$ cat config.mk
export PLATFORM = sky130hd
export DESIGN_NAME = dfu_download_protocol_fsm_core
export DESIGN_NICKNAME = d
export VERILOG_FILES = /design/src/hw/rtl/dfu_pkg.sv /design/src/hw/rtl/dfu_download_protocol_fsm_core.sv /design/src/hw/rtl/dfu_cfg_regs.sv /design/src/hw/rtl/dfu_engine.sv
export SDC_FILE = /design/constraint.sdc
export NUM_CORES = 1
export LEC_CHECK = 0
export BUFFER_PORTS_ARGS = -buffer_cell sky130_fd_sc_hd__buf_2
export CELL_PAD_IN_SITES_DETAIL_PLACEMENT = 0
export CELL_PAD_IN_SITES_GLOBAL_PLACEMENT = 1
export CORE_MARGIN = 4
export CORE_UTILIZATION = 44
export CTS_CLUSTER_DIAMETER = 60
export DETAILED_ROUTE_END_ITERATION = 6
export PLACE_DENSITY = 0.83
export SYNTH_ARGS = -nofsm -noshare
export SYNTH_HDL_FRONTEND = slang
export SYNTH_SLANG_ARGS = --single-unit
$ cat constraint.sdc
create_clock -name clk_i -period 7.1 [get_ports clk_i]
set_input_delay 0.355 -clock clk_i [delete_from_list [all_inputs] [get_ports clk_i]]
set_output_delay 0.355 -clock clk_i [all_outputs]
set_load 0.02 [all_outputs]
$ cat src/hw/rtl/dfu_pkg.sv
// ----------------------------------------------------------------------------
// dfu_pkg
// shared types, codes and reset values of the dfu download protocol core
// ----------------------------------------------------------------------------
`default_nettype none

package dfu_pkg;

  // default largest accepted download payload in bytes
  localparam int unsigned MAX_TRANSFER_DEF = 1024;

  // config port
  localparam int unsigned CFG_ADDR_W = 4;
  localparam int unsigned CFG_DATA_W = 32;

  localparam logic [1:0] REG_APP_LOW   = 2'd0;
  localparam logic [1:0] REG_APP_HIGH  = 2'd1;
  localparam logic [1:0] REG_XFER_SIZE = 2'd2;
  localparam logic [1:0] REG_BUSY_POLL = 2'd3;

  localparam logic [31:0] APP_LOW_RST   = 32'h0800_2000;
  localparam logic [31:0] APP_HIGH_RST  = 32'h0804_0000;
  localparam logic [10:0] XFER_SIZE_RST = 11'd1024;
  localparam logic [23:0] BUSY_POLL_RST = 24'd100;

  // protocol states
  localparam logic [3:0] ST_IDLE          = 4'd2;
  localparam logic [3:0] ST_DNLOAD_SYNC   = 4'd3;
  localparam logic [3:0] ST_DNBUSY        = 4'd4;
  localparam logic [3:0] ST_DNLOAD_IDLE   = 4'd5;
  localparam logic [3:0] ST_MANIFEST_SYNC = 4'd6;
  localparam logic [3:0] ST_MANIFEST      = 4'd7;
  localparam logic [3:0] ST_ERROR         = 4'd10;

  // class request codes
  localparam logic [7:0] REQ_DNLOAD    = 8'd1;
  localparam logic [7:0] REQ_GETSTATUS = 8'd3;
  localparam logic [7:0] REQ_CLRSTATUS = 8'd4;
  localparam logic [7:0] REQ_GETSTATE  = 8'd5;
  localparam logic [7:0] REQ_ABORT     = 8'd6;

  // class, interface recipient (direction bit ignored)
  localparam logic [6:0] RTYPE_CLASS_IF = 7'h21;

  // block zero commands
  localparam logic [7:0] BLK0_SET_ADDRESS = 8'h21;
  localparam logic [7:0] BLK0_PAGE_ERASE  = 8'h41;

  // item kinds
  localparam logic ACT_REQUEST = 1'b0;
  localparam logic ACT_STATUS_DONE = 1'b1;

  // flash commands
  localparam logic [1:0] FOP_NONE    = 2'd0;
  localparam logic [1:0] FOP_ERASE   = 2'd1;
  localparam logic [1:0] FOP_PROGRAM = 2'd2;

  // reply lengths
  localparam logic [2:0] RLEN_NONE   = 3'd0;
  localparam logic [2:0] RLEN_STATE  = 3'd1;
  localparam logic [2:0] RLEN_STATUS = 3'd6;

  localparam logic [7:0] STATUS_OK = 8'd0;

  typedef struct packed {
    logic [31:0] app_low;
    logic [31:0] app_high;
    logic [10:0] xfer_size;
    logic [23:0] busy_poll;
  } cfg_t;

  typedef struct packed {
    logic        action;
    logic [7:0]  request_type;
    logic [7:0]  request_code;
    logic [15:0] block_number;
    logic [10:0] data_length;
    logic [7:0]  command_byte;
    logic [31:0] command_address;
  } item_t;

  typedef struct packed {
    logic        accepted;
    logic        stall_res;
    logic [2:0]  reply_length;
    logic [7:0]  status_code;
    logic [23:0] poll_timeout;
    logic [3:0]  reported_state;
    logic [1:0]  flash_op;
    logic [31:0] flash_address;
    logic [10:0] flash_length;
    logic        system_reset;
  } result_t;

endpackage

`default_nettype wire

$ cat src/hw/rtl/dfu_download_protocol_fsm_core.sv
// ----------------------------------------------------------------------------
// dfu_download_protocol_fsm_core
// device side dfu download protocol engine with block zero address commands
// ----------------------------------------------------------------------------
// usage:
//   s_axis carries one item per control event: tuser = 0 for a class
//   request (setup fields and first five payload bytes in tdata), tuser = 1
//   when a status reply has been sent to the host.
//   m_axis returns exactly one result item per input item, in order:
//   accept/stall, reply length, status, poll timeout, new dfu state and an
//   optional erase or program command for the flash controller.
//   apb port sets the accepted address window, transfer size and the poll
//   timeout reported on entering dnbusy; write only while no item is open.
// pipeline / throughput:
//   input register, one combinational decode step, output register: the
//   result is written to the output register once the output slot is free;
//   one item is taken every cycle while m_axis is not stalled, and the
//   decode step (32x11 block offset multiply plus base add) sets the cycle time.
// reset: state returns to dfuIDLE, pending block cleared, registers take
//   their default values, both stream stages empty.
// stall: a held result keeps the output register; one more item waits in
//   the input register, then s_axis_tready drops until m_axis moves again.
// ----------------------------------------------------------------------------
`default_nettype none

module dfu_download_protocol_fsm_core #(
  parameter int unsigned MAX_TRANSFER = dfu_pkg::MAX_TRANSFER_DEF
) (
  input  wire logic                            clk_i,
  input  wire logic                            rst_ni,
  // input items
  input  wire logic                            s_axis_tvalid,
  output      logic                            s_axis_tready,
  // request_type, request_code, block_number, data_length, command_byte,
  // command_address (from bit 0 up), zero padded to 88 bits
  input  wire logic [87:0]                     s_axis_tdata,
  // action
  input  wire logic                            s_axis_tuser,
  // result items
  output      logic                            m_axis_tvalid,
  input  wire logic                            m_axis_tready,
  // accepted, stall_res, reply_length, status_code, poll_timeout,
  // reported_state, flash_op, flash_address, flash_length, system_reset
  // (from bit 0 up), zero padded to 88 bits
  output      logic [87:0]                     m_axis_tdata,
  // configuration
  input  wire logic                            psel,
  input  wire logic                            penable,
  input  wire logic                            pwrite,
  input  wire logic [dfu_pkg::CFG_ADDR_W-1:0]  paddr,
  input  wire logic [dfu_pkg::CFG_DATA_W-1:0]  pwdata,
  output      logic [dfu_pkg::CFG_DATA_W-1:0]  prdata,
  output      logic                            pready
);

  dfu_pkg::cfg_t    cfg;
  dfu_pkg::item_t   in_item, item_q;
  dfu_pkg::result_t step_res, res_q;

  logic in_valid_q;
  logic out_valid_q;
  logic s_accept;
  logic advance;

  // register block
  dfu_cfg_regs u_regs (
    .clk_i     (clk_i),
    .rst_ni    (rst_ni),
    .psel_i    (psel),
    .penable_i (penable),
    .pwrite_i  (pwrite),
    .paddr_i   (paddr),
    .pwdata_i  (pwdata),
    .prdata_o  (prdata),
    .pready_o  (pready),
    .cfg_o     (cfg)
  );

  // unpack input item
  always_comb begin
    in_item.action          = s_axis_tuser;
    in_item.request_type    = s_axis_tdata[7:0];
    in_item.request_code    = s_axis_tdata[15:8];
    in_item.block_number    = s_axis_tdata[31:16];
    in_item.data_length     = s_axis_tdata[42:32];
    in_item.command_byte    = s_axis_tdata[50:43];
    in_item.command_address = s_axis_tdata[82:51];
  end

  // the decode step fires when an item waits and the output slot is free
  assign advance       = in_valid_q && (!out_valid_q || m_axis_tready);
  assign s_axis_tready = !in_valid_q || advance;
  assign s_accept      = s_axis_tvalid && s_axis_tready;

  // input register
  always_ff @(posedge clk_i or negedge rst_ni) begin
    if (!rst_ni) begin
      in_valid_q <= 1'b0;
    end else if (s_accept) begin
      in_valid_q <= 1'b1;
    end else if (advance) begin
      in_valid_q <= 1'b0;
    end
  end

  always_ff @(posedge clk_i) begin
    if (s_accept) begin
      item_q <= in_item;
    end
  end

  // protocol state and decode
  dfu_engine #(
    .MAX_TRANSFER (MAX_TRANSFER)
  ) u_engine (
    .clk_i  (clk_i),
    .rst_ni (rst_ni),
    .step_i (advance),
    .item_i (item_q),
    .cfg_i  (cfg),
    .res_o  (step_res)
  );

  // result register
  always_ff @(posedge clk_i or negedge rst_ni) begin
    if (!rst_ni) begin
      out_valid_q <= 1'b0;
    end else if (advance) begin
      out_valid_q <= 1'b1;
    end else if (m_axis_tready) begin
      out_valid_q <= 1'b0;
    end
  end

  always_ff @(posedge clk_i) begin
    if (advance) begin
      res_q <= step_res;
    end
  end

  assign m_axis_tvalid = out_valid_q;

  // pack result item
  assign m_axis_tdata = {
    1'b0,
    res_q.system_reset,
    res_q.flash_length,
    res_q.flash_address,
    res_q.flash_op,
    res_q.reported_state,
    res_q.poll_timeout,
    res_q.status_code,
    res_q.reply_length,
    res_q.stall_res,
    res_q.accepted
  };

`ifndef SYNTHESIS
  // a stall is always a refusal
  a_stall_refused : assert property (@(posedge clk_i) disable iff (!rst_ni)
    out_valid_q && res_q.stall_res |-> !res_q.accepted)
    else $error("stall reported on an accepted item");

  // reset request only comes out of manifest
  a_reset_in_manifest : assert property (@(posedge clk_i) disable iff (!rst_ni)
    out_valid_q && res_q.system_reset |-> res_q.reported_state == dfu_pkg::ST_MANIFEST)
    else $error("system reset outside manifest");

  // flash command leaves dnbusy for dnload idle
  a_flash_state : assert property (@(posedge clk_i) disable iff (!rst_ni)
    out_valid_q && (res_q.flash_op != dfu_pkg::FOP_NONE)
      |-> res_q.reported_state == dfu_pkg::ST_DNLOAD_IDLE)
    else $error("flash command with wrong state");

  // a waiting item is never dropped while the output is blocked
  a_item_held : assert property (@(posedge clk_i) disable iff (!rst_ni)
    in_valid_q && !advance |=> in_valid_q && $stable(item_q))
    else $error("waiting item lost");

  // a result is only written when the output slot is free
  a_no_overwrite : assert property (@(posedge clk_i) disable iff (!rst_ni)
    advance |-> !out_valid_q || m_axis_tready)
    else $error("result overwritten before it was taken");
`endif

endmodule

`default_nettype wire

$ cat src/hw/rtl/dfu_cfg_regs.sv
// ----------------------------------------------------------------------------
// dfu_cfg_regs
// apb register file holding address window, transfer size and poll timeout
// ----------------------------------------------------------------------------
`default_nettype none

module dfu_cfg_regs (
  input  wire logic                               clk_i,
  input  wire logic                               rst_ni,
  input  wire logic                               psel_i,
  input  wire logic                               penable_i,
  input  wire logic                               pwrite_i,
  input  wire logic [dfu_pkg::CFG_ADDR_W-1:0]     paddr_i,
  input  wire logic [dfu_pkg::CFG_DATA_W-1:0]     pwdata_i,
  output      logic [dfu_pkg::CFG_DATA_W-1:0]     prdata_o,
  output      logic                               pready_o,
  output      dfu_pkg::cfg_t                      cfg_o
);

  dfu_pkg::cfg_t cfg_q;
  logic          wr_en;
  logic [1:0]    reg_sel;

  assign pready_o = 1'b1;
  assign wr_en    = psel_i && penable_i && pwrite_i;
  assign reg_sel  = paddr_i[3:2];

  always_ff @(posedge clk_i or negedge rst_ni) begin
    if (!rst_ni) begin
      cfg_q.app_low   <= dfu_pkg::APP_LOW_RST;
      cfg_q.app_high  <= dfu_pkg::APP_HIGH_RST;
      cfg_q.xfer_size <= dfu_pkg::XFER_SIZE_RST;
      cfg_q.busy_poll <= dfu_pkg::BUSY_POLL_RST;
    end else if (wr_en) begin
      unique case (reg_sel)
        dfu_pkg::REG_APP_LOW:   cfg_q.app_low   <= pwdata_i;
        dfu_pkg::REG_APP_HIGH:  cfg_q.app_high  <= pwdata_i;
        dfu_pkg::REG_XFER_SIZE: cfg_q.xfer_size <= pwdata_i[10:0];
        dfu_pkg::REG_BUSY_POLL: cfg_q.busy_poll <= pwdata_i[23:0];
        default: ;
      endcase
    end
  end

  always_comb begin
    unique case (reg_sel)
      dfu_pkg::REG_APP_LOW:   prdata_o = cfg_q.app_low;
      dfu_pkg::REG_APP_HIGH:  prdata_o = cfg_q.app_high;
      dfu_pkg::REG_XFER_SIZE: prdata_o = {21'd0, cfg_q.xfer_size};
      dfu_pkg::REG_BUSY_POLL: prdata_o = {8'd0, cfg_q.busy_poll};
      default:                prdata_o = '0;
    endcase
  end

  assign cfg_o = cfg_q;

endmodule

`default_nettype wire

$ cat src/hw/rtl/dfu_engine.sv
// ----------------------------------------------------------------------------
// dfu_engine
// protocol state, pending block and the one-step request/completion decode
// ----------------------------------------------------------------------------
`default_nettype none

module dfu_engine #(
  parameter int unsigned MAX_TRANSFER = dfu_pkg::MAX_TRANSFER_DEF
) (
  input  wire logic             clk_i,
  input  wire logic             rst_ni,
  input  wire logic             step_i,
  input  wire dfu_pkg::item_t   item_i,
  input  wire dfu_pkg::cfg_t    cfg_i,
  output      dfu_pkg::result_t res_o
);

  logic [3:0]  state_q, state_d;
  logic [15:0] pblock_q, pblock_d;
  logic [10:0] plen_q, plen_d;
  logic [7:0]  pcmd_q, pcmd_d;
  logic [31:0] paddr_q, paddr_d;
  logic [31:0] base_q, base_d;

  logic [31:0] blk_m2;
  logic [31:0] blk_offs;
  logic        addr_ok;
  logic        len_ok;

  // block address stepping, wraps mod 2^32
  assign blk_m2   = {16'd0, pblock_q} - 32'd2;
  assign blk_offs = blk_m2 * {21'd0, cfg_i.xfer_size};
  assign addr_ok  = (paddr_q >= cfg_i.app_low) && (paddr_q < cfg_i.app_high);
  assign len_ok   = {21'd0, item_i.data_length} <= 32'(MAX_TRANSFER);

  always_comb begin
    state_d  = state_q;
    pblock_d = pblock_q;
    plen_d   = plen_q;
    pcmd_d   = pcmd_q;
    paddr_d  = paddr_q;
    base_d   = base_q;

    res_o                = '0;
    res_o.status_code    = dfu_pkg::STATUS_OK;
    res_o.reply_length   = dfu_pkg::RLEN_NONE;
    res_o.flash_op       = dfu_pkg::FOP_NONE;

    if (item_i.action == dfu_pkg::ACT_REQUEST) begin
      if (item_i.request_type[6:0] == dfu_pkg::RTYPE_CLASS_IF) begin
        unique case (item_i.request_code)
          dfu_pkg::REQ_DNLOAD: begin
            if (item_i.data_length == 11'd0) begin
              state_d        = dfu_pkg::ST_MANIFEST_SYNC;
              res_o.accepted = 1'b1;
            end else if (len_ok) begin
              pblock_d       = item_i.block_number;
              plen_d         = item_i.data_length;
              pcmd_d         = item_i.command_byte;
              paddr_d        = item_i.command_address;
              state_d        = dfu_pkg::ST_DNLOAD_SYNC;
              res_o.accepted = 1'b1;
            end
          end
          dfu_pkg::REQ_GETSTATUS: begin
            priority if (state_q == dfu_pkg::ST_DNLOAD_SYNC) begin
              state_d            = dfu_pkg::ST_DNBUSY;
              res_o.poll_timeout = cfg_i.busy_poll;
            end else if (state_q == dfu_pkg::ST_MANIFEST_SYNC) begin
              state_d = dfu_pkg::ST_MANIFEST;
            end else begin
            end
            res_o.reply_length = dfu_pkg::RLEN_STATUS;
            res_o.accepted     = 1'b1;
          end
          dfu_pkg::REQ_CLRSTATUS: begin
            if (state_q == dfu_pkg::ST_ERROR) state_d = dfu_pkg::ST_IDLE;
            res_o.accepted = 1'b1;
          end
          dfu_pkg::REQ_GETSTATE: begin
            res_o.reply_length = dfu_pkg::RLEN_STATE;
            res_o.accepted     = 1'b1;
          end
          dfu_pkg::REQ_ABORT: begin
            state_d        = dfu_pkg::ST_IDLE;
            res_o.accepted = 1'b1;
          end
          default: ;
        endcase
      end
    end else begin
      // status reply went out
      res_o.accepted = 1'b1;
      priority if (state_q == dfu_pkg::ST_DNBUSY) begin
        if (pblock_q == 16'd0) begin
          if (!addr_ok) begin
            res_o.stall_res = 1'b1;
            res_o.accepted  = 1'b0;
          end else begin
            if (pcmd_q == dfu_pkg::BLK0_PAGE_ERASE) begin
              res_o.flash_op      = dfu_pkg::FOP_ERASE;
              res_o.flash_address = paddr_q;
              base_d              = paddr_q;
            end else if (pcmd_q == dfu_pkg::BLK0_SET_ADDRESS) begin
              base_d = paddr_q;
            end
            state_d = dfu_pkg::ST_DNLOAD_IDLE;
          end
        end else begin
          res_o.flash_op      = dfu_pkg::FOP_PROGRAM;
          res_o.flash_address = base_q + blk_offs;
          res_o.flash_length  = plen_q;
          state_d             = dfu_pkg::ST_DNLOAD_IDLE;
        end
      end else if (state_q == dfu_pkg::ST_MANIFEST) begin
        res_o.system_reset = 1'b1;
      end else begin
      end
    end

    res_o.reported_state = state_d;
  end

  always_ff @(posedge clk_i or negedge rst_ni) begin
    if (!rst_ni) begin
      state_q  <= dfu_pkg::ST_IDLE;
      pblock_q <= '0;
      plen_q   <= '0;
      pcmd_q   <= '0;
      paddr_q  <= '0;
      base_q   <= '0;
    end else if (step_i) begin
      state_q  <= state_d;
      pblock_q <= pblock_d;
      plen_q   <= plen_d;
      pcmd_q   <= pcmd_d;
      paddr_q  <= paddr_d;
      base_q   <= base_d;
    end
  end

endmodule

`default_nettype wire
==> out/qor.yml, run 1 <==
status:
  outcome: "finished clean"
timing:
  slew_headroom_pct: 29.23
  rsz0062_at_grt: "yes"
  period_needed_ns: 7.012
  whs_ns: 0.02965
  finalSetupViolCount: 0
  hold_viol_final: 0
  fmaxAchievable_mhz: 142.6
  slew_violations: 0
  fin_ws_ns: 0.08818
  worstMarginPinSlew_ns: 1.062
  clock_skew_ns: 0.03301
  min_period_over_period_pct: 98.76
synthesis:
  synth_area_leaders: "dfrtp_1 20%, edfxtp_1 20%, fa_1 18%"
  synth_top_area_share_pct: 20.21
  synthCells: 2109
  synth.avg_cell_area_um2: 11.45
  yosysWarnings: 0
  synth_cell_types: 68
  ys_ff_latch: 365
  async_reset_ff_share_pct: 55.89
  synth_compound_area_share_pct: 6.011
  synthXorXnorAreaFrac_pct: 1.560
  synth-edff-count: 161
  synth_top_cell_by_area: "dfrtp_1"
  synthMuxAreaShare_pct: 10.05
  synth_ff_type: "dfrtp_1"
  synthAdderAreaFrac_pct: 24.00
  netlist_area_um2: 24140
  synth_top_family_by_area: "adder cells"
  synth_seq_area_share_pct: 41.21
  synth-simple-area-share_pct: 10.21
clocking:
  htree_levels: 2
  cts_tree: "done"
  clock-sinks: 365
  cts_root_buf: "clkbuf_16"
  clk_pin_slew_ns: 0.06
  cts_buffers: 43
  clk_latency_ns: 0.57
  cts_buffer_depth: 3
worst_setup_path:
  critPathBufInv: 7
  ff2ff_setup_slack_ns: 0.09
  end_kind: "register"
  crit_required_ns: 7.41
  critPathTopFamily: "adder cells"
  cpMostUsedCell: "fa_1"
  worstSetupEndpoint: "m_axis_tdata[74]"
  rr_startpoint: "u_engine.pblock_q[2]"
  crit_arrival_ns: 7.32
  startpoint_type: "register"
  critPathMaxFanout: 6
  cp_slowest_stage_delay_ns: 0.58
  critical-path-slowest-cell: "fa_1"
  cp.depth: 28
  critical_path_class: "reg2reg"
  r2r_end: "m_axis_tdata[74]"
  r2r_cells: 28
  crit_start: "u_engine.pblock_q[2]"
routing:
  wl_per_cell_um: 20.43
  first_pass_iters: 5
  vias: 16871
  ant_nets: 0
  wl_um: 65370
  viasPerCell: 5.272
  drt_iter0_drc: 998
  drc: 0
power_and_ir_drop:
  power_leakage_nw: 13.86
  cellPowerDensity_nw_per_um2: 207.8
  ir_worst_vdd_uv: 177.2
  power.total_mw: 6.043
die:
  die-area_um2: 58690
  fp.dieH_um: 242.3
  core_area_um2: 54030
  initial_utilization_pct: 44.69
  io_pins: 255
  die_w_um: 242.3
  rows: 85
grt:
  grt_max_degree: 88
  met2_usage_pct: 37.56
  grtUsageMet1_pct: 27.81
  grt_most_used_layer: "met2"
  grtUsageMet3_pct: 5.324
  grt.total_usage_pct: 22.08
  grt_pass1_vias: 18362
  grt_pass1_wl_um: 102300
  grt_overflow_total: 0
  antenna_found_initial: 5
placement:
  pre_cts_slack_ns: -0.1315
  dpl_cell_area_um2: 26310
  port_buffers: 236
  finalWeightedCongestion: 0.9092
  hpwl_um: 46150
worst_hold_path:
  hold_class: "in2reg"
finish:
  fin_util_pct: 53.82
  fill_cells: 4601
  drive_above_1_share_pct: 25.77
  stdcell_area_um2: 29080
  nets: 2933
  area_growth_pct: 20.43
job:
  drv_cap: 0
worst reg2reg max path: cells and delay by family, from the launching register on:
family	cells	cell delay (ns)
fa+ha+maj	6	2.77
simple gates	9	1.59
compound gates	5	1.06
buf+inv	7	0.76
flops	1	0.39
xor+xnor	1	0.18
worst min path at each step:
stage	from	to	depth (start not counted)
floorplan	rst_ni	in_valid_q	0
global placement	item_q[0]	u_engine.paddr_q[0]	2
detailed placement	rst_ni	u_regs.cfg_o[41]	1
CTS	pwdata[17]	u_regs.cfg_o[84]	3
global route	pwdata[27]	u_regs.cfg_o[62]	2
finish	pwdata[27]	u_regs.cfg_o[94]	3
cells by family (layout without fill, tap and decap cells):
logic type               after synthesis  count (layout)
adder cells (fa/ha/maj)              333             333
multiplexers                         197             197
other                                  2              11
XOR/XNOR                              43              43
AND/OR/NAND/NOR                      500             500
buffers and inverters                427             813
AO/OA/AOI/OAI                        242             242
flip-flops                           365             365
metal layers:
layer	routed length, um	up-vias
li1	-	7617
met2	32260	523
met4	2070	4
met1	26570	8613
met3	4453	114
met5	21	-
layout make-up:
type / instances / area, um2 / area share (%)
flip-flops and latches: 365 / 9951 / 34.22
repair buffers: 401 / 2680 / 9.217
multi-input cells: 1325 / 12880 / 44.29
clock inverters: 32 / 321.6 / 1.106
inverters: 332 / 1249 / 4.294
clock buffers: 48 / 1126 / 3.873
diodes: 1 / 2.502 / 0.008606
well taps: 696 / 870.8 / 2.995
per-stage QoR:
step            TNS (ns)  cells
2_1_floorplan          0   2117
3_3_place_gp           0   3016
3_5_place_dp     -0.4283   3016
4_1_cts        -0.001437   3185
5_1_grt          -0.8777   3199
6_report               0   3200
synthesized netlist by cell type, drive strengths merged, types with 23 or more instances:
cell,n
mux2,163
dfrtp,195
o21ai,106
nand2,233
ha,116
mux2i,23
edfxtp,161
a21o,37
fa,217
and2,92
nor2,53
a21oi,50
inv,330
clkbuf,74
cell usage in the layout, fill, tap and decap left out, drive strengths merged, types with 49 or more instances in the layout:
master	n
nand2	233
a21oi	50
dfrtp	195
o21ai	106
clkbuf	49
and2	92
ha	116
buf	311
mux2	163
inv	340
edfxtp	161
dlygate4sd3	89
fa	217
nor2	53
what timing repair did:
item / in CTS / in global routing
setup endpoints to repair: 9 / 13
hold buffers: 89 / 0
hold endpoints to repair: 165 / 0
gates resized for setup: 7 / 85
cloned: 0 / 1
setup buffers: 0 / 13
pin swaps: 3 / 65
registers in the layout (all words and copies together) (netlist names):
| name | flops |
|---|---|
| in_valid_q | 1 |
| u_engine.state_q | 4 |
| m_axis_tdata | 78 |
| u_engine.paddr_q | 32 |
| u_regs.cfg_o | 99 |
| u_engine.plen_q | 11 |
| m_axis_tvalid | 1 |
| u_engine.pblock_q | 16 |
| item_q | 83 |
| u_engine.base_q | 32 |
| u_engine.pcmd_q | 8 |
power by group:
group | internal (mW) | switching (mW)
registers | 2.43 | 0.221
logic | 0.477 | 0.653
clock network | 1.29 | 0.979
total | 4.19 | 1.85
(Power assumes the default switching activity.)
==> inputs of run 2 (changes only) <==
Settings changed: HOLD_SLACK_MARGIN from default to 0.1.
==> out/qor.yml, run 2 (synthesis gave the netlist of run 1 again) <==
grt:
  grt_max_degree: 88
  grt.total_usage_pct: 22.32
  met2_usage_pct: 37.89
  grt_pass1_wl_um: 103500
  grtUsageMet1_pct: 28.22
  grt_pass1_vias: 18516
  grtUsageMet3_pct: 5.136
  grt_most_used_layer: "met2"
  antenna_found_initial: 5
  grt_overflow_total: 0
power_and_ir_drop:
  comb_power_share_pct: 18.9
  power_leakage_nw: 13.97
  power_switching_mw: 1.859
  power.total_mw: 6.058
  ir_worst_vdd_uv: 177.5
  p_clk_share_pct: 37.4
  switching_share_pct: 30.68
  p_int_mw: 4.200
  p_seq_share_pct: 43.7
  cellPowerDensity_nw_per_um2: 206.6
placement:
  pre_cts_slack_ns: -0.1315
  hpwl_um: 46150
  dp.cells: 3016
  finalWeightedCongestion: 0.9092
  port_buffers: 236
die:
  fp.dieH_um: 242.3
  core_area_um2: 54030
  die-area_um2: 58690
  die_w_um: 242.3
  initial_utilization_pct: 44.69
  io_pins: 255
  rows: 85
worst_setup_path:
  startpoint_type: "register"
  critPathMaxFanout: 5
  end_kind: "register"
  cp_slowest_stage_delay_ns: 0.55
  cp.depth: 26
  rr_startpoint: "u_engine.pblock_q[2]"
  critPathTopFamily: "adder cells"
  worstSetupEndpoint: "m_axis_tdata[74]"
  crit_start: "u_engine.pblock_q[2]"
  r2r_cells: 26
  critPathBufInv: 7
  critical-path-slowest-cell: "fa_1"
  r2r_end: "m_axis_tdata[74]"
  cpMostUsedCell: "fa_1"
  crit_required_ns: 7.41
  crit_arrival_ns: 7.27
  ff2ff_setup_slack_ns: 0.14
  critical_path_class: "reg2reg"
routing:
  first_pass_iters: 5
  wl_um: 65820
  ant_nets: 0
  viasPerCell: 5.272
  drc: 0
  vias: 17013
  wl_per_cell_um: 20.40
  drt_iter0_drc: 1099
worst_hold_path:
  hold_class: "in2async"
finish:
  fin_util_pct: 54.29
  finalNonFillerCells: 3227
  largest_register_ffs: 99
  mostFrequentLayoutCells: "322 x inv_1, 237 x buf_2, 227 x nand2_1"
  layout_commonest_cell: "inv_1"
  nets: 2960
  area_growth_pct: 21.47
  drive_above_1_share_pct: 25.42
clocking:
  clk_pin_slew_ns: 0.06
  cts_buffer_depth: 3
  cts_buffers: 43
  cts_root_buf: "clkbuf_16"
  clock-sinks: 365
  clk_latency_ns: 0.57
  htree_levels: 2
  cts_tree: "done"
timing:
  min_period_over_period_pct: 98.03
  rsz0062_at_grt: "yes"
  period_needed_ns: 6.960
  fin_ws_ns: 0.1397
  slew_violations: 0
  worstMarginPinSlew_ns: 1.076
  slew_headroom_pct: 28.27
  finalSetupViolCount: 0
  fmaxAchievable_mhz: 143.7
  hold_viol_final: 0
  clock_skew_ns: 0.03307
status:
  outcome: "finished clean"
job:
  drv_cap: 0
==> run 2: repair_timing <==
item,in CTS,in global routing
gates cloned,0,1
hold buffers,118,0
buffers inserted,0,11
endpoints found under the setup margin,9,13
gates resized for setup,7,78
hold endpoints to repair,261,0
pin swaps,3,63
==> run 2: worst min-delay path by stage <==
stage               cells after the start  startpoint  slack [ns]                   end
floorplan                               0      rst_ni        0.06            in_valid_q
global placement                        2   item_q[0]        0.45   u_engine.paddr_q[0]
detailed placement                      1      rst_ni        0.47      u_regs.cfg_o[41]
CTS                                     2      rst_ni        0.44      u_regs.cfg_o[41]
global route                            1  item_q[58]        0.47  u_engine.pblock_q[7]
finish                                  2      rst_ni        0.42      u_regs.cfg_o[41]
==> run 2: layer usage <==
metal / up-vias / wire length [um]
li1: 7668 / -
met4: 2 / 2479
met5: - / 7
met1: 8663 / 26950
met3: 132 / 4364
met2: 548 / 32020
==> run 2: power groups by stage <==
| stage | clock [mW] | sequential, mW | combinational [mW] |
|---|---|---|---|
| CTS | 2.30 | 2.64 | 1.14 |
| finish | 2.26 | 2.65 | 1.15 |
| global route | 2.39 | 2.67 | 1.29 |
| detailed placement | 0 | 2.68 | 1.08 |
| floorplan | 0 | 2.59 | 0.755 |
| global placement | 0 | 2.67 | 1.05 |
==> run 2: layout make-up <==
type                       instances  area, um2
fill                            4546      24700
multi-input combinational       1325      12860
sequential                       365       9951
timing repair buffer             428       2949
inverter                         332       1249
clock buffer                      48       1126
tap                              696      870.8
clock inverter                    32      321.6
antenna                            1      2.502
==> run 2: per-stage QoR <==
| stage | area (um2) | hold slack (ns) | TNS [ns] |
|---|---|---|---|
| CTS | 28970 | 0.4411 | -0.001437 |
| detailed placement | 26310 | 0.4651 | -0.4283 |
| finish | 29330 | 0.4157 | 0 |
| global placement | 26310 | 0.4476 | 0 |
| floorplan | 24180 | 0.05941 | 0 |
| global route | 29330 | 0.4716 | -0.5245 |
==> inputs of run 3 (changes only) <==
Settings changed: CORE_UTILIZATION 44 to 50, PLACE_DENSITY 0.83 to 0.89.
Clock period 7.1 ns to 8.1 ns, I/O delays scaled along.
==> out/qor.yml, run 3 (synthesis gave the netlist of run 1 again) <==
power_and_ir_drop:
  p_clk_share_pct: 36.8
  ir_worst_vdd_uv: 193.2
  p_seq_share_pct: 44.0
  power_switching_mw: 1.562
  comb_power_share_pct: 19.2
  cellPowerDensity_nw_per_um2: 183.2
  p_int_mw: 3.666
  switching_share_pct: 29.87
  power_leakage_nw: 13.72
  power.total_mw: 5.227
clocking:
  clk_latency_ns: 0.57
  cts_buffer_depth: 3
  cts_resized: 0
  clock-sinks: 365
  cts_buffers: 43
  cts_root_buf: "clkbuf_16"
  clk_pin_slew_ns: 0.06
  cts_tree: "done"
  htree_levels: 2
timing:
  hold_viol_final: 0
  finalSetupViolCount: 0
  slew_violations: 0
  fmaxAchievable_mhz: 131.5
  fin_tns_setup_ns: 0
  worstMarginPinSlew_ns: 1.237
  whs_ns: 0.1222
  min_period_over_period_pct: 93.87
  period_needed_ns: 7.603
  slew_headroom_pct: 17.52
  rsz0062_at_grt: "no"
  clock_skew_ns: 0.02042
worst_setup_path:
  crit_arrival_ns: 7.89
  startpoint_type: "register"
  crit_start: "u_engine.pblock_q[1]"
  critical-path-slowest-cell: "fa_1"
  cpMostUsedCell: "fa_1"
  r2r_end: "m_axis_tdata[67]"
  rr_startpoint: "u_engine.pblock_q[1]"
  end_kind: "register"
  critPathMaxFanout: 11
  cp_slowest_stage_delay_ns: 0.54
  r2r_cells: 27
  crit_required_ns: 8.39
  critical_path_class: "reg2reg"
  ff2ff_setup_slack_ns: 0.50
status:
  outcome: "finished clean"
finish:
  fill_cells: 3798
  finalNonFillerCells: 3103
  layout_commonest_cell: "inv_1"
  mostFrequentLayoutCells: "329 x inv_1, 235 x buf_2, 233 x nand2_1"
  largest_register_ffs: 99
  nets: 2916
  drive_above_1_share_pct: 21.40
  area_growth_pct: 18.19
worst_hold_path:
  holdPathEnd: "m_axis_tvalid"
  hold_path_startpoint: "m_axis_tready"
  worstHoldPathCells: 3
  hold_class: "in2reg"
grt:
  grt_pass1_vias: 18324
  grt_overflow_total: 0
  grt.total_usage_pct: 24.07
  antenna_found_initial: 2
  grt_pass1_wl_um: 99780
  grt_max_degree: 86
placement:
  port_buffers: 236
  finalWeightedCongestion: 0.8940
  dp.cells: 2907
  hpwl_um: 44160
die:
  core_area_um2: 47750
  fp.dieH_um: 227.7
  die-area_um2: 51870
  die_w_um: 227.7
  io_pins: 255
  initial_utilization_pct: 50.57
  rows: 80
routing:
  drt_iter0_drc: 1132
  wl_met1_um: 25330
  wl_met3_um: 4597
  drc: 0
  met2WireLength_um: 29690
  wl_um: 61630
  top_layer: "met4"
  first_pass_iters: 4
  wl_per_cell_um: 19.86
  vias: 16857
  viasPerCell: 5.432
  ant_nets: 0
job:
  drv_cap: 0
## run 3: cell count changes in the layout (fill, tap and decap cells not counted), moves of 7 or more
cell      before  now
inv_1        322  329
buf_4         67   34
clkbuf_1       3   16
ha_1         107  116
inv_2          7    0
o21ai_0       90  103
a21oi_1       43   50
o21ai_1       12    3
## run 3: area by class of cell
class | count | area, um2 | area share (%)
clock inverter | 16 | 185.2 | 0.6489
inverter | 332 | 1247 | 4.371
antenna | 2 | 5.005 | 0.01754
clock buffer | 64 | 1216 | 4.262
timing repair buffer | 384 | 2586 | 9.063
sequential | 365 | 9951 | 34.87
multi-input combinational | 1325 | 12580 | 44.07
tap | 615 | 769.5 | 2.697
## run 3: worst max-delay path by stage
stage	endpoint	slack (ns)	cells past startpoint
3_5_place_dp	m_axis_tdata[74]	0.57	27
6_report	m_axis_tdata[67]	0.50	27
5_1_grt	m_axis_tdata[67]	0.06	27
2_1_floorplan	m_axis_tdata[74]	0.93	28
4_1_cts	m_axis_tdata[65]	0.54	27
3_3_place_gp	m_axis_tdata[74]	0.62	27
## run 3: through the flow
stage / utilization [%] / instance area [um2] / setup slack (ns)
after floorplan: - / 24170 / 0.9346
after global placement: 54.43 / 25990 / 0.6235
after detailed placement: 54.43 / 25990 / 0.5683
after CTS: 59.76 / 28530 / 0.5448
after global routing: 59.77 / 28540 / 0.06163
final: 59.77 / 28540 / 0.4965
## run 3: critical path: cells and delay by family, from the launching register on
| family | cells | cell delay, ns |
|---|---|---|
| flops | 1 | 0.37 |
| xor+xnor | 2 | 0.35 |
| simple gates | 5 | 1.38 |
| fa+ha+maj | 7 | 3.14 |
| buf+inv | 6 | 0.70 |
| compound gates | 7 | 1.39 |
## run 3: what timing repair did
| action | 4_1_cts | 5_1_grt |
|---|---|---|
| endpoints found under the setup margin | 0 | 0 |
| hold buffers | 114 | 0 |
| endpoints found under the hold margin | 232 | 0 |
| buffers inserted | 0 | 0 |
## run 3: per-layer routing
layer	global-route usage [%]	up-vias
li1	-	7583
met1	31.40	8547
met4	8.115	0
met5	0	-
met3	5.614	121
met2	40.07	606
## run 3: power by group through the flow
stage	Sequential, mW	Clock, mW	Combinational (mW)
final	2.30	1.93	1.00
after global placement	2.32	0	0.928
after detailed placement	2.33	0	0.957
after floorplan	2.27	0	0.662
after global routing	2.32	2.04	1.12
after CTS	2.29	1.96	1.01
